## src/tfs_pkg.sv

```systemverilog
package tfs_pkg;

    localparam int RAND_W = 30;
    localparam int PORT_W = 16;
    localparam int CNT_W  = 32;
    localparam int CFG_IDX_W = 3;
    localparam int CFG_DATA_W = 32;

    localparam logic [16:0] PORT_MOD = 17'h0FFFF;
    localparam logic [15:0] MIN_FLOW_SIZE = 16'd3;

    localparam logic [CFG_IDX_W-1:0] CFG_ACTIVE        = 3'd0;
    localparam logic [CFG_IDX_W-1:0] CFG_RATE_LIMITED  = 3'd1;
    localparam logic [CFG_IDX_W-1:0] CFG_LIMIT_ENABLED = 3'd2;
    localparam logic [CFG_IDX_W-1:0] CFG_PACKET_LIMIT  = 3'd3;
    localparam logic [CFG_IDX_W-1:0] CFG_NUM_FLOWS     = 3'd4;
    localparam logic [CFG_IDX_W-1:0] CFG_FLOW_SIZE     = 3'd5;

    localparam logic [1:0] KIND_SYN  = 2'd0;
    localparam logic [1:0] KIND_DATA = 2'd1;
    localparam logic [1:0] KIND_FIN  = 2'd2;

    typedef struct packed {
        logic              action;
        logic              rate_due;
        logic [RAND_W-1:0] flow_random;
        logic [RAND_W-1:0] sport_random;
        logic [RAND_W-1:0] dport_random;
    } t_in_item;

    typedef struct packed {
        logic              packet_valid;
        logic [1:0]        packet_kind;
        logic [7:0]        flow_index;
        logic [PORT_W-1:0] src_port;
        logic [PORT_W-1:0] dst_port;
        logic [CNT_W-1:0]  sent_count;
        logic              fins_done;
    } t_out_item;

    typedef struct packed {
        logic [15:0]       progress;
        logic [PORT_W-1:0] src_port;
        logic [PORT_W-1:0] dst_port;
    } t_flow_entry;

endpackage

```

## src/tfs_rem.sv

```systemverilog
module tfs_rem #(
    parameter int MAX_FLOWS = 256,
    localparam int CW = $clog2(MAX_FLOWS + 1),
    localparam int IW = (MAX_FLOWS > 1) ? $clog2(MAX_FLOWS) : 1
) (
    input  logic                      i_clk,
    input  logic                      i_rst_n,
    input  logic                      i_start,
    input  logic [tfs_pkg::RAND_W-1:0] i_dividend,
    input  logic [CW-1:0]             i_divisor,
    output logic                      o_done,
    output logic [IW-1:0]             o_rem
);
    import tfs_pkg::*;

    localparam int RW = CW + 1;
    localparam int STEPS = RAND_W / 2;
    localparam int SW = $clog2(STEPS);

    logic [RAND_W-1:0] r_dvd, n_dvd;
    logic [RW-1:0]     r_rem, n_rem;
    logic [CW-1:0]     r_div;
    logic [SW-1:0]     r_cnt;
    logic              r_busy;
    logic              r_done;

    always_comb begin
        n_rem = r_rem;
        n_dvd = r_dvd;
        for (int k = 0; k < 2; k++) begin
            n_rem = {n_rem[RW-2:0], n_dvd[RAND_W-1]};
            n_dvd = {n_dvd[RAND_W-2:0], 1'b0};
            if (n_rem >= {1'b0, r_div}) begin
                n_rem = n_rem - {1'b0, r_div};
            end
        end
    end

    always_ff @(posedge i_clk) begin
        if (!i_rst_n) begin
            r_busy <= 1'b0;
            r_done <= 1'b0;
            r_cnt  <= '0;
        end else begin
            r_done <= 1'b0;
            if (i_start) begin
                r_busy <= 1'b1;
                r_cnt  <= '0;
            end else if (r_busy) begin
                r_cnt <= r_cnt + SW'(1);
                if (r_cnt == SW'(STEPS - 1)) begin
                    r_busy <= 1'b0;
                    r_done <= 1'b1;
                end
            end
        end
    end

    always_ff @(posedge i_clk) begin
        if (i_start) begin
            r_dvd <= i_dividend;
            r_div <= i_divisor;
            r_rem <= '0;
        end else if (r_busy) begin
            r_dvd <= n_dvd;
            r_rem <= n_rem;
        end
    end

    assign o_done = r_done;
    assign o_rem  = IW'(r_rem);

    a_rem_below_divisor: assert property (@(posedge i_clk) disable iff (!i_rst_n)
        r_done |-> (r_rem < {1'b0, r_div}))
        else $error("remainder not below divisor");

endmodule

```

## config.mk

```make
export PLATFORM = sky130hd
export DESIGN_NAME = tfs_rem
export DESIGN_NICKNAME = d
export VERILOG_FILES = /design/src/tfs_pkg.sv /design/src/tfs_rem.sv
export SDC_FILE = /design/constraint.sdc
export NUM_CORES = 1
export LEC_CHECK = 0
export BUFFER_PORTS_ARGS = -buffer_cell sky130_fd_sc_hd__buf_2
export CORE_AREA = 5 5 101 103
export CTS_CLUSTER_SIZE = 10
export DETAILED_ROUTE_END_ITERATION = 7
export DIE_AREA = 0 0 106 108
export GPL_ROUTABILITY_DRIVEN = 0
export PLACE_DENSITY = 0.53
export SYNTH_ARGS = -nofsm -noshare
export SYNTH_HDL_FRONTEND = slang
export SYNTH_SLANG_ARGS = --single-unit
```

## constraint.sdc

```tcl
create_clock -name i_clk -period 8.65 [get_ports i_clk]
set_clock_uncertainty 0.1 [all_clocks]
set_input_delay 0.4325 -clock i_clk [delete_from_list [all_inputs] [get_ports i_clk]]
set_output_delay 0.4325 -clock i_clk [all_outputs]
set_load 0.005 [all_outputs]
```

==> metrics.md, run 1 <==
| Metric | Value |
|---|---|
| Status | completed |
| Worst hold path startpoint | i_divisor[2] |
| Ys Warns | 0 |
| Buf/Inv on CP | 2 |
| Setup violators final | 0 |
| Critical-path cell list | inv_1 -> ha_1 -> inv_1 -> fa_1 -> a211oi_2 -> o211a_1 -> o21ba_2 -> mux2_1 -> ha_1 -> nand3_1 -> a21oi_1 -> o31ai_1 -> o311ai_2 -> mux2_2 -> mux2i_1 -> nor2_1 |
| Hold path endpoint | r_div[2] |
| DRT iter0 DRCs | 71 |
| Worst VDD drop | between 0.0001 and 0.00015 V |
| Slowest library cell on the worst path | fa_1 |
| Residual DRC | 0 |
| Remaining Overflow, GRT | 0 |
| Layout Utilization | 38.5% |
| Wire per inst | 15.3 um |
| Clock share of power | between 10% and 20% |
| Worst R2R Setup Slack | 4.20 ns |
| DP Area | 3410 um2 |
| Area leader, netlist | edfxtp_1 |
| Combinational share of power | 46.8% |
| Vias | 2,106 |
| First-pass GRT wire length | 10,500 um |
| Vias per inst | slightly above 5 |
| Post-DP HPWL | 4670 um |
| Area Growth Syn to Fin | 12.3% |
| Highest Clock Rate | 224 MHz |
| Chip Width | between 100 and 150 um |
| Initial Utilization | 34.3% |
| Ant. Diodes | 0 |
| Max clock buf depth | 2 |
| Syn Area/Cell | 11.7 um2 |
| Crit-path leading delay family | compound AO/OA/AOI/OAI gates |
| Sw frac | 38.4% |
| Synth top area share | 37.5% |
| Seq/Total Area, Yosys | 47.1% |
| # IOs | 51 |
| Synth Cell Area | 3120 um2 |
| CP Max Fanout | 14 |
| Lkg Pwr | 1.44 nW |
| P_sw | 0.351 mW |
| Mapped Nets | 331 |
| Clock Latency Late Sink | ~0.31 ns |
| Yosys cell types | 46 |
| CTS Sinks | 54 |
| Die area | between 10,000 and 15,000 um2 |
| Synthesis-stage register bit count | 54 |
| CTS tree | yes |
| Root Buffer | clkbuf_8 |
| Commonest non-fill, non-tap cell in the layout | buf_2 |
| DRT Pass-1 Iters | 4 |
| Critical Path AT | 4.55 ns |
| Share of layout cells above drive strength 1 | 32.1% |
| Cells resized by post-CTS repair | 0 |
| Core Region | approximately 9100 um2 |
| Worst r2r src | r_dvd[29] |
| IO Port Bufs | 50 |
| Chip height | 108 um |
| CP Class | reg2reg |
| Gate Count Post-Synth | 267 |
| Final WL | 6420 um |
| Final Cell Area | 3510 um2 |
| RSZ-0062 raised after global routing | no |
| Normalized max-slew margin | a little under a third |
| Fraction of registers with async set/reset | 0% |
| Fin. Hold Viols | 0 |
| Slew @ Worst Pin | around 1 ns |
| Int Pwr | 0.563 mW |
| Final Critical Period | 4.45 ns |
| Std cell rows | 35 |
| Setup TNS | 0 ns |
| Hold Path Stages | 1 |
| Final ANT Viol Nets | 0 |
| CP Depth | 16 |
| Worst reg2reg endpoint | r_rem[2] |
| Most frequent cells in the layout | 50 x buf_2, 39 x edfxtp_1, 30 x mux2_2 |
| H-tree levels | 2 |
| Dominant cells by area after synthesis | edfxtp_1 38%, mux2_2 11%, dfxtp_1 9.6% |
| Largest net degree at the start of global routing | 53 |
| Startpoint Class | flip-flop |
| Hold Path Class | in2reg |
| FF-to-FF path depth | 16 |
| Vias in the first global route | 2,184 |
| PD cells | 261 nW/um2 |
| Max_cap viols | 0 |
| Largest stage delay on the critical path | approximately 0.43 ns |
| Hold buffers post-CTS | 0 |
| Setup bufs post-CTS | 0 |
| Number of flops mapped to enable cells by yosys | 39 |
| Antenna violations before repair | 0 |
| Period utilisation layout | between 50% and 60% |
| WP data required | 8.74 ns |
| Total GRT Usage | 11.4% |
| Predominant post-synthesis flop cell | edfxtp_1 |
| Clock slew at reported path FFs | about 0.11 ns |
| CTS Buf Count | 5 |
| CP Capture Type | flip-flop |
| # nets final | 371 |
| Slew Limit Fails | 0 |
| Flop pwr share | 36.4% |
[logic make-up (layout without fill, tap and decap cells)]
| family | after synthesis | after routing | synth area share (%) |
|---|---|---|---|
| AOI/OAI and AO/OA | 52 | 52 | 13.3 |
| muxes | 35 | 35 | 12.5 |
| buffers and inverters | 32 | 73 | 5.09 |
| and+or+nand+nor | 59 | 59 | 9.06 |
| DFF | 54 | 54 | 47.1 |
| adders and majority gates | 22 | 22 | 9.30 |
| xor gates and xnor gates | 13 | 13 | 3.65 |
[final cells by class]
class                           instances  area, um2
Timing Repair Buffer                   51        258
Inverter                               14       52.6
Fill cell                             924       5600
Tap cell                              111        139
Multi-Input combinational cell        181       1490
Sequential cell                        54       1470
Clock buffer                            5       68.8
Clock inverter                          3       26.3
[synth_stat cells, drive strengths merged, types with 3 or more instances]
library cell  instances
edfxtp               39
mux2                 31
nor2                 22
ha                   20
dfxtp                15
inv                  14
nand2                12
buf                  10
a21oi                 9
a211oi                8
clkbuf                8
o21ai                 8
xnor2                 8
a21o                  5
nand4                 5
xor2                  5
mux2i                 4
nand2b                4
nor2b                 4
a311oi                3
and2                  3
nand3                 3
o211ai                3
o21a                  3
[power groups by stage]
stage | clock (mW) | sequential (mW) | combinational [mW]
floorplan | 0 | 0.329 | 0.359
global placement | 0 | 0.339 | 0.421
detailed placement | 0 | 0.339 | 0.423
CTS | 0.161 | 0.333 | 0.429
global route | 0.174 | 0.336 | 0.474
finish | 0.153 | 0.333 | 0.428
[worst max path at each step]
stage | end | slack (ns) | from
floorplan | r_rem[8] | 4.83 | r_dvd[29]
global placement | r_rem[2] | 4.40 | r_dvd[29]
detailed placement | r_rem[2] | 4.27 | r_dvd[29]
CTS | r_rem[2] | 4.22 | r_dvd[29]
global route | r_rem[2] | 3.90 | r_dvd[29]
finish | r_rem[2] | 4.20 | r_dvd[29]
[stage by stage]
step	total power [mW]	worst slack [ns]	instances	hold WS, ns
finish	0.914	4.20	419	0.184
global route	0.983	3.90	419	0.166
CTS	0.924	4.22	419	0.172
detailed placement	0.762	4.27	411	0.393
global placement	0.760	4.40	411	0.388
floorplan	0.687	4.83	267	0.367
[routing by layer]
metal	up-vias	track usage [%]	wire length (um)
li1	1054	-	-
met1	1006	14.4	3010
met2	41	19.1	3000
met3	5	3.76	357
met4	0	2.50	50
met5	-	0	0
[state kept, by name, indices dropped and copies added (netlist names)]
signal and count:
r_dvd 30, r_div 9, r_rem 9, r_cnt 4, o_done 1, r_busy 1
Note: power is estimated with default switching activity, not from simulation.
==> run 2: changes to the inputs <==
Clock period 8.65 ns to 4.2 ns, I/O delays scaled along.
==> run 2 against run 1 <==
Fmax is 12% higher. Flip-flop and latch count is the same. Cell count up 4.3%. Wire length fell by 1.2%. Sequential share of layout area shrank 2.0 points. Final area grew 5.1%. Critical path depth unchanged. Clock-buffer cell count unchanged. Critical path type unchanged.
==> metrics.md, run 2 (same netlist as run 1, synthesis figures left out) <==
| Metric | Value |
|---|---|
| Largest Register | r_dvd |
| Most frequent cells in the layout | 50 x buf_2, 39 x edfxtp_1, 30 x mux2_2 |
| Max_cap viols | 0 |
| IO Port Bufs | 50 |
| DRT iter0 DRCs | 63 |
| Status | completed |
| Post-DP HPWL | 4810 um |
| Ant. Diodes | 0 |
| Final ANT Viol Nets | 0 |
| Wire per inst | about 15 um |
| Slowest library cell on the worst path | fa_1 |
| Commonest non-fill, non-tap cell in the layout | buf_2 |
| Met2 wire length | between 2000 and 3000 um |
| Slew Limit Fails | 0 |
| Total GRT Usage | roughly 11% |
| Lkg Pwr | approximately 1.5 nW |
| Clock slew at reported path FFs | 0.10 ns |
| WP data required | between 4 and 5 ns |
| Place WS | between 0.1 and 0.15 ns |
| Highest Signal Layer | met4 |
| Biggest regs | r_dvd x30, r_div x9, r_rem x9 |
| Largest stage delay on the critical path | 0.43 ns |
| CTS tree | yes |
| Worst R2R Setup Slack | 0.22 ns |
| Worst VDD drop | 0.000208 V |
| Worst hold path startpoint | i_rst_n |
| # IOs | 51 |
| Root Buffer | clkbuf_8 |
| Slew @ Worst Pin | 0.739 ns |
| Std cell rows | 35 |
| Critical-path cell list | inv_1 -> ha_1 -> inv_1 -> fa_1 -> a211oi_2 -> o211a_1 -> o21ba_4 -> mux2_1 -> ha_1 -> a21oi_1 -> a21oi_1 -> o31ai_2 -> o311ai_4 -> buf_4 -> mux2i_1 -> a211oi_1 |
| CP Max Fanout | 11 |
| Vias | 2,166 |
| CP Capture Type | flip-flop |
| Area Growth Syn to Fin | 18.1% |
| Die area | ~11,000 um2 |
| Startpoint Class | flip-flop |
| Worst reg2reg endpoint | r_rem[6] |
| Worst r2r src | r_dvd[29] |
| Share of layout cells above drive strength 1 | 33.4% |
| Highest Clock Rate | 251 MHz |
| FF-to-FF path depth | 16 |
| Dpl cells | approximately 420 |
| Fin. Hold Viols | 0 |
| Remaining Overflow, GRT | 0 |
| Final Critical Period | around 4 ns |
| Clock Latency Late Sink | 0.31 ns |
| H-tree levels | 2 |
| Final WL | 6340 um |
| Critical Path AT | ~4.1 ns |
| CP Depth | 16 |
| PD cells | roughly 530 nW/um2 |
| First-pass GRT wire length | roughly 10,000 um |
| Final non-filler cell total | 437 |
| Hold path endpoint | r_busy |
| Period utilisation layout | approximately 95% |
| Hold Path Stages | 2 |
| CTS Sinks | 54 |
| Final WS setup | 0.219 ns |
| Initial Utilization | between 30% and 40% |
| Residual DRC | 0 |
| Met3 routed WL | 362 um |
| Chip height | 108 um |
| Max reg flops | 30 |
| Hold Path Class | in2reg |
| Met1 wire length | slightly below 3000 um |
| Core Region | about 9100 um2 |
| Vias in the first global route | approximately 2.1k |
| Largest net degree at the start of global routing | 32 |
| Buf/Inv on CP | 3 |
| DRT Pass-1 Iters | 4 |
| Setup violators final | 0 |
| Crit-path leading delay family | compound AO/OA/AOI/OAI gates |
| Layout Utilization | 40.5% |
| Normalized max-slew margin | 50.8% |
| CP Class | reg2reg |
| # nets final | 389 |
| Total Power | 1.96 mW |
| CTS Buf Count | 5 |
| Max clock buf depth | 2 |
| Antenna violations before repair | 0 |
| Chip Width | 106 um |
| Vias per inst | 4.96 |
[run 2: power breakdown]
group | internal [mW] | leakage (nW) | switching (mW)
combinational | 0.471 | 0.958 | 0.508
clock | 0.121 | 0.0483 | 0.182
sequential | 0.641 | 0.514 | 0.0364
total | 1.23 | 1.52 | 0.727
[run 2: how the worst max path moves through the flow]
stage | start | to
floorplan | r_dvd[29] | r_rem[8]
global placement | r_dvd[29] | r_rem[5]
detailed placement | r_dvd[29] | r_rem[3]
CTS | r_dvd[29] | r_rem[3]
global route | r_dvd[29] | r_rem[6]
finish | r_dvd[29] | r_rem[6]
[run 2: through the flow]
step / instance area [um2] / TNS [ns] / hold slack, ns
3_3_place_gp: 3470 / 0 / 0.288
2_1_floorplan: 3120 / 0 / 0.209
3_5_place_dp: 3470 / 0 / 0.290
4_1_cts: 3660 / 0 / 0.0134
6_report: 3690 / 0 / 0.0291
5_1_grt: 3690 / -0.00463 / 0.0296
[run 2: cell type report]
type | count | area, um2
Sequential cell | 54 | 1470
Multi-Input combinational cell | 181 | 1510
Tap cell | 111 | 139
Clock buffer | 5 | 68.8
Timing Repair Buffer | 69 | 415
Inverter | 14 | 52.6
Fill cell | 925 | 5420
Clock inverter | 3 | 26.3
[run 2: repair_timing]
action	in CTS	in global routing
resized for setup	0	4
hold buffers	9	0
endpoints found under the setup margin	0	9
endpoints found under the hold margin	9	0
buffers inserted	0	1
[run 2: metal layers]
metal  vias to the layer above  global-route usage (%)
li1                       1084                       -
met1                      1041                    13.5
met2                        36                    18.8
met3                         5                    3.46
met4                         0                    3.05
met5                         -                       0
==> run 3: changes to the inputs <==
Settings changed: CORE_AREA 5 5 101 103 to 5 5 84 124, DIE_AREA 0 0 106 108 to 0 0 89 129.
==> run 3 against run 2 <==
Cell count down 0.23%. Register-to-register slack hardly changed. First-iteration DRC count rose by 37%. Global-route usage grew 1.3 points. Clock-buffer cell count unchanged. Die area is 0.29% higher. Utilization grew 0.36 points. Critical endpoint is now r_rem[3]. Largest cell class unchanged. Highest routed layer unchanged.
==> metrics.md, run 3 (same netlist as run 1, synthesis figures left out) <==
| Metric | Value |
|---|---|
| Period utilisation layout | 94.5% |
| Initial Utilization | 33.9% |
| Worst hold path startpoint | i_divisor[5] |
| Core Region | ~9000 um2 |
| Largest net degree at the start of global routing | 32 |
| Final Critical Period | 3.97 ns |
| # nets final | 387 |
| CTS tree | yes |
| Hold Path Class | in2reg |
| Sw frac | 34.9% |
| # IOs | between 50 and 60 |
| Lkg Pwr | 1.55 nW |
| Slew Limit Fails | 0 |
| Setup TNS | 0 ns |
| DRT Pass-1 Iters | 4 |
| RSZ-0062 raised after global routing | no |
| Normalized max-slew margin | 52.4% |
| Slew @ Worst Pin | 0.714 ns |
| Combinational share of power | between 40% and 50% |
| Std cell rows | 43 |
| Commonest non-fill, non-tap cell in the layout | buf_2 |
| Total GRT Usage | between 10 and 15% |
| Largest Register | r_dvd |
| Die area | approximately 11,000 um2 |
| Residual DRC | 0 |
| Clock Latency Late Sink | 0.29 ns |
| Place WS | 0.0357 ns |
| CP Max Fanout | 8 |
| Worst r2r src | r_dvd[29] |
| Critical Path AT | 4.08 ns |
| Wire per inst | 15.6 um |
| Startpoint Class | flip-flop |
| Area Growth Syn to Fin | 20.3% |
| Setup violators final | 0 |
| Clock share of power | between 20 and 25% |
| PD cells | roughly 570 nW/um2 |
| CTS Buf Count | 5 |
| Root Buffer | clkbuf_16 |
| Highest Clock Rate | 252 MHz |
| Layout Utilization | 40.8% |
| First-pass GRT wire length | 10,800 um |
| CP Capture Type | flip-flop |
| WP data required | approximately 4.3 ns |
| H-tree levels | 2 |
| CP Class | reg2reg |
| Int Pwr | 1.40 mW |
| Biggest regs | r_dvd x30, r_div x9, r_rem x9 |
| Fin. Hold Viols | 0 |
| Clock slew at reported path FFs | 0.08 ns |
| Vias per inst | around 5.0 |
| Critical Path Source | r_dvd[29] |
| Vias in the first global route | 2,252 |
| Total Power | 2.16 mW |
| Most frequent cells in the layout | 50 x buf_2, 39 x edfxtp_1, 30 x mux2_2 |
| Chip Width | between 80 and 90 um |
| Final WS setup | 0.232 ns |
| Final ANT Viol Nets | 0 |
| Crit-path leading delay family | compound AO/OA/AOI/OAI gates |
| Ant. Diodes | 0 |
| Vias | 2,178 |
| CTS Sinks | 54 |
| Buf/Inv on CP | 4 |
| Flop pwr share | 31.5% |
| Max reg flops | 30 |
| Share of layout cells above drive strength 1 | around a third |
| Antenna violations before repair | 0 |
| Remaining Overflow, GRT | 0 |
| Chip height | 129 um |
| Largest stage delay on the critical path | approximately 0.43 ns |
| Status | completed |
| Max clock buf depth | 2 |
| DRT iter0 DRCs | 86 |
| IO Port Bufs | 50 |
| Worst VDD drop | 0.000303 V |
| P_sw | 0.753 mW |
| Post-DP HPWL | roughly 5200 um |
| Critical-path cell list | inv_1 -> ha_1 -> inv_1 -> fa_1 -> a211oi_2 -> o211a_1 -> o21ba_4 -> buf_12 -> nand2_1 -> o21ai_1 -> ha_1 -> a211oi_1 -> nor3b_1 -> o31ai_2 -> o311ai_4 -> buf_4 -> mux2i_1 -> a211oi_1 |
| Max_cap viols | 0 |
| Final WL | 6810 um |
| Slowest library cell on the worst path | fa_1 |
[run 3: cell types whose count changed in the layout (fill, tap and decap cells not counted), sizes merged]
cell	delta
buf	-1
bufinv	+1
clkinv	-1
dlygate4sd3	-1
[run 3: area by class of cell]
class | count | area (um2)
multi-input combinational | 181 | 1520
clock inverter | 3 | 40.0
clock buffer | 5 | 125
tap | 112 | 140
timing repair buffer | 67 | 410
inverter | 14 | 52.6
fill | 896 | 5440
sequential | 54 | 1470
[run 3: worst paths after layout]
check	slack, ns	cells after the start	to
min reg2reg	0.39	2	o_done
max reg2reg	0.23	18	r_rem[3]
max	0.23	18	r_rem[3]
min	0.003	1	r_div[5]
[run 3: metrics by stage]
step	cells	cell area [um2]	hold slack [ns]
after floorplan	267	3120	0.209
after global placement	418	3460	0.287
after detailed placement	418	3460	0.290
after CTS	434	3700	0.00151
after global routing	436	3760	0.00706
final	436	3760	0.00294
[run 3: per-layer routing]
layer / up-vias / track usage, % / wire, um
li1: 1091 / - / -
met1: 1024 / 13.2 / 2680
met2: 53 / 22.7 / 3640
met3: 10 / 3.01 / 332
met4: 0 / 5.17 / 157
met5: - / 0 / 0
[run 3: power groups by stage]
stage	clock network, mW	logic [mW]	registers (mW)
after CTS	0.482	0.952	0.681
after detailed placement	0	0.940	0.692
after global placement	0	0.936	0.693
after global routing	0.504	1.10	0.688
final	0.467	1.01	0.679
after floorplan	0	0.738	0.677
[run 3: timing repair]
item / 4_1_cts / 5_1_grt
setup endpoints to repair: 0 / 9
hold buffers: 8 / 0
hold endpoints to repair: 8 / 0
gates resized for setup: 0 / 5
buffers inserted: 0 / 2
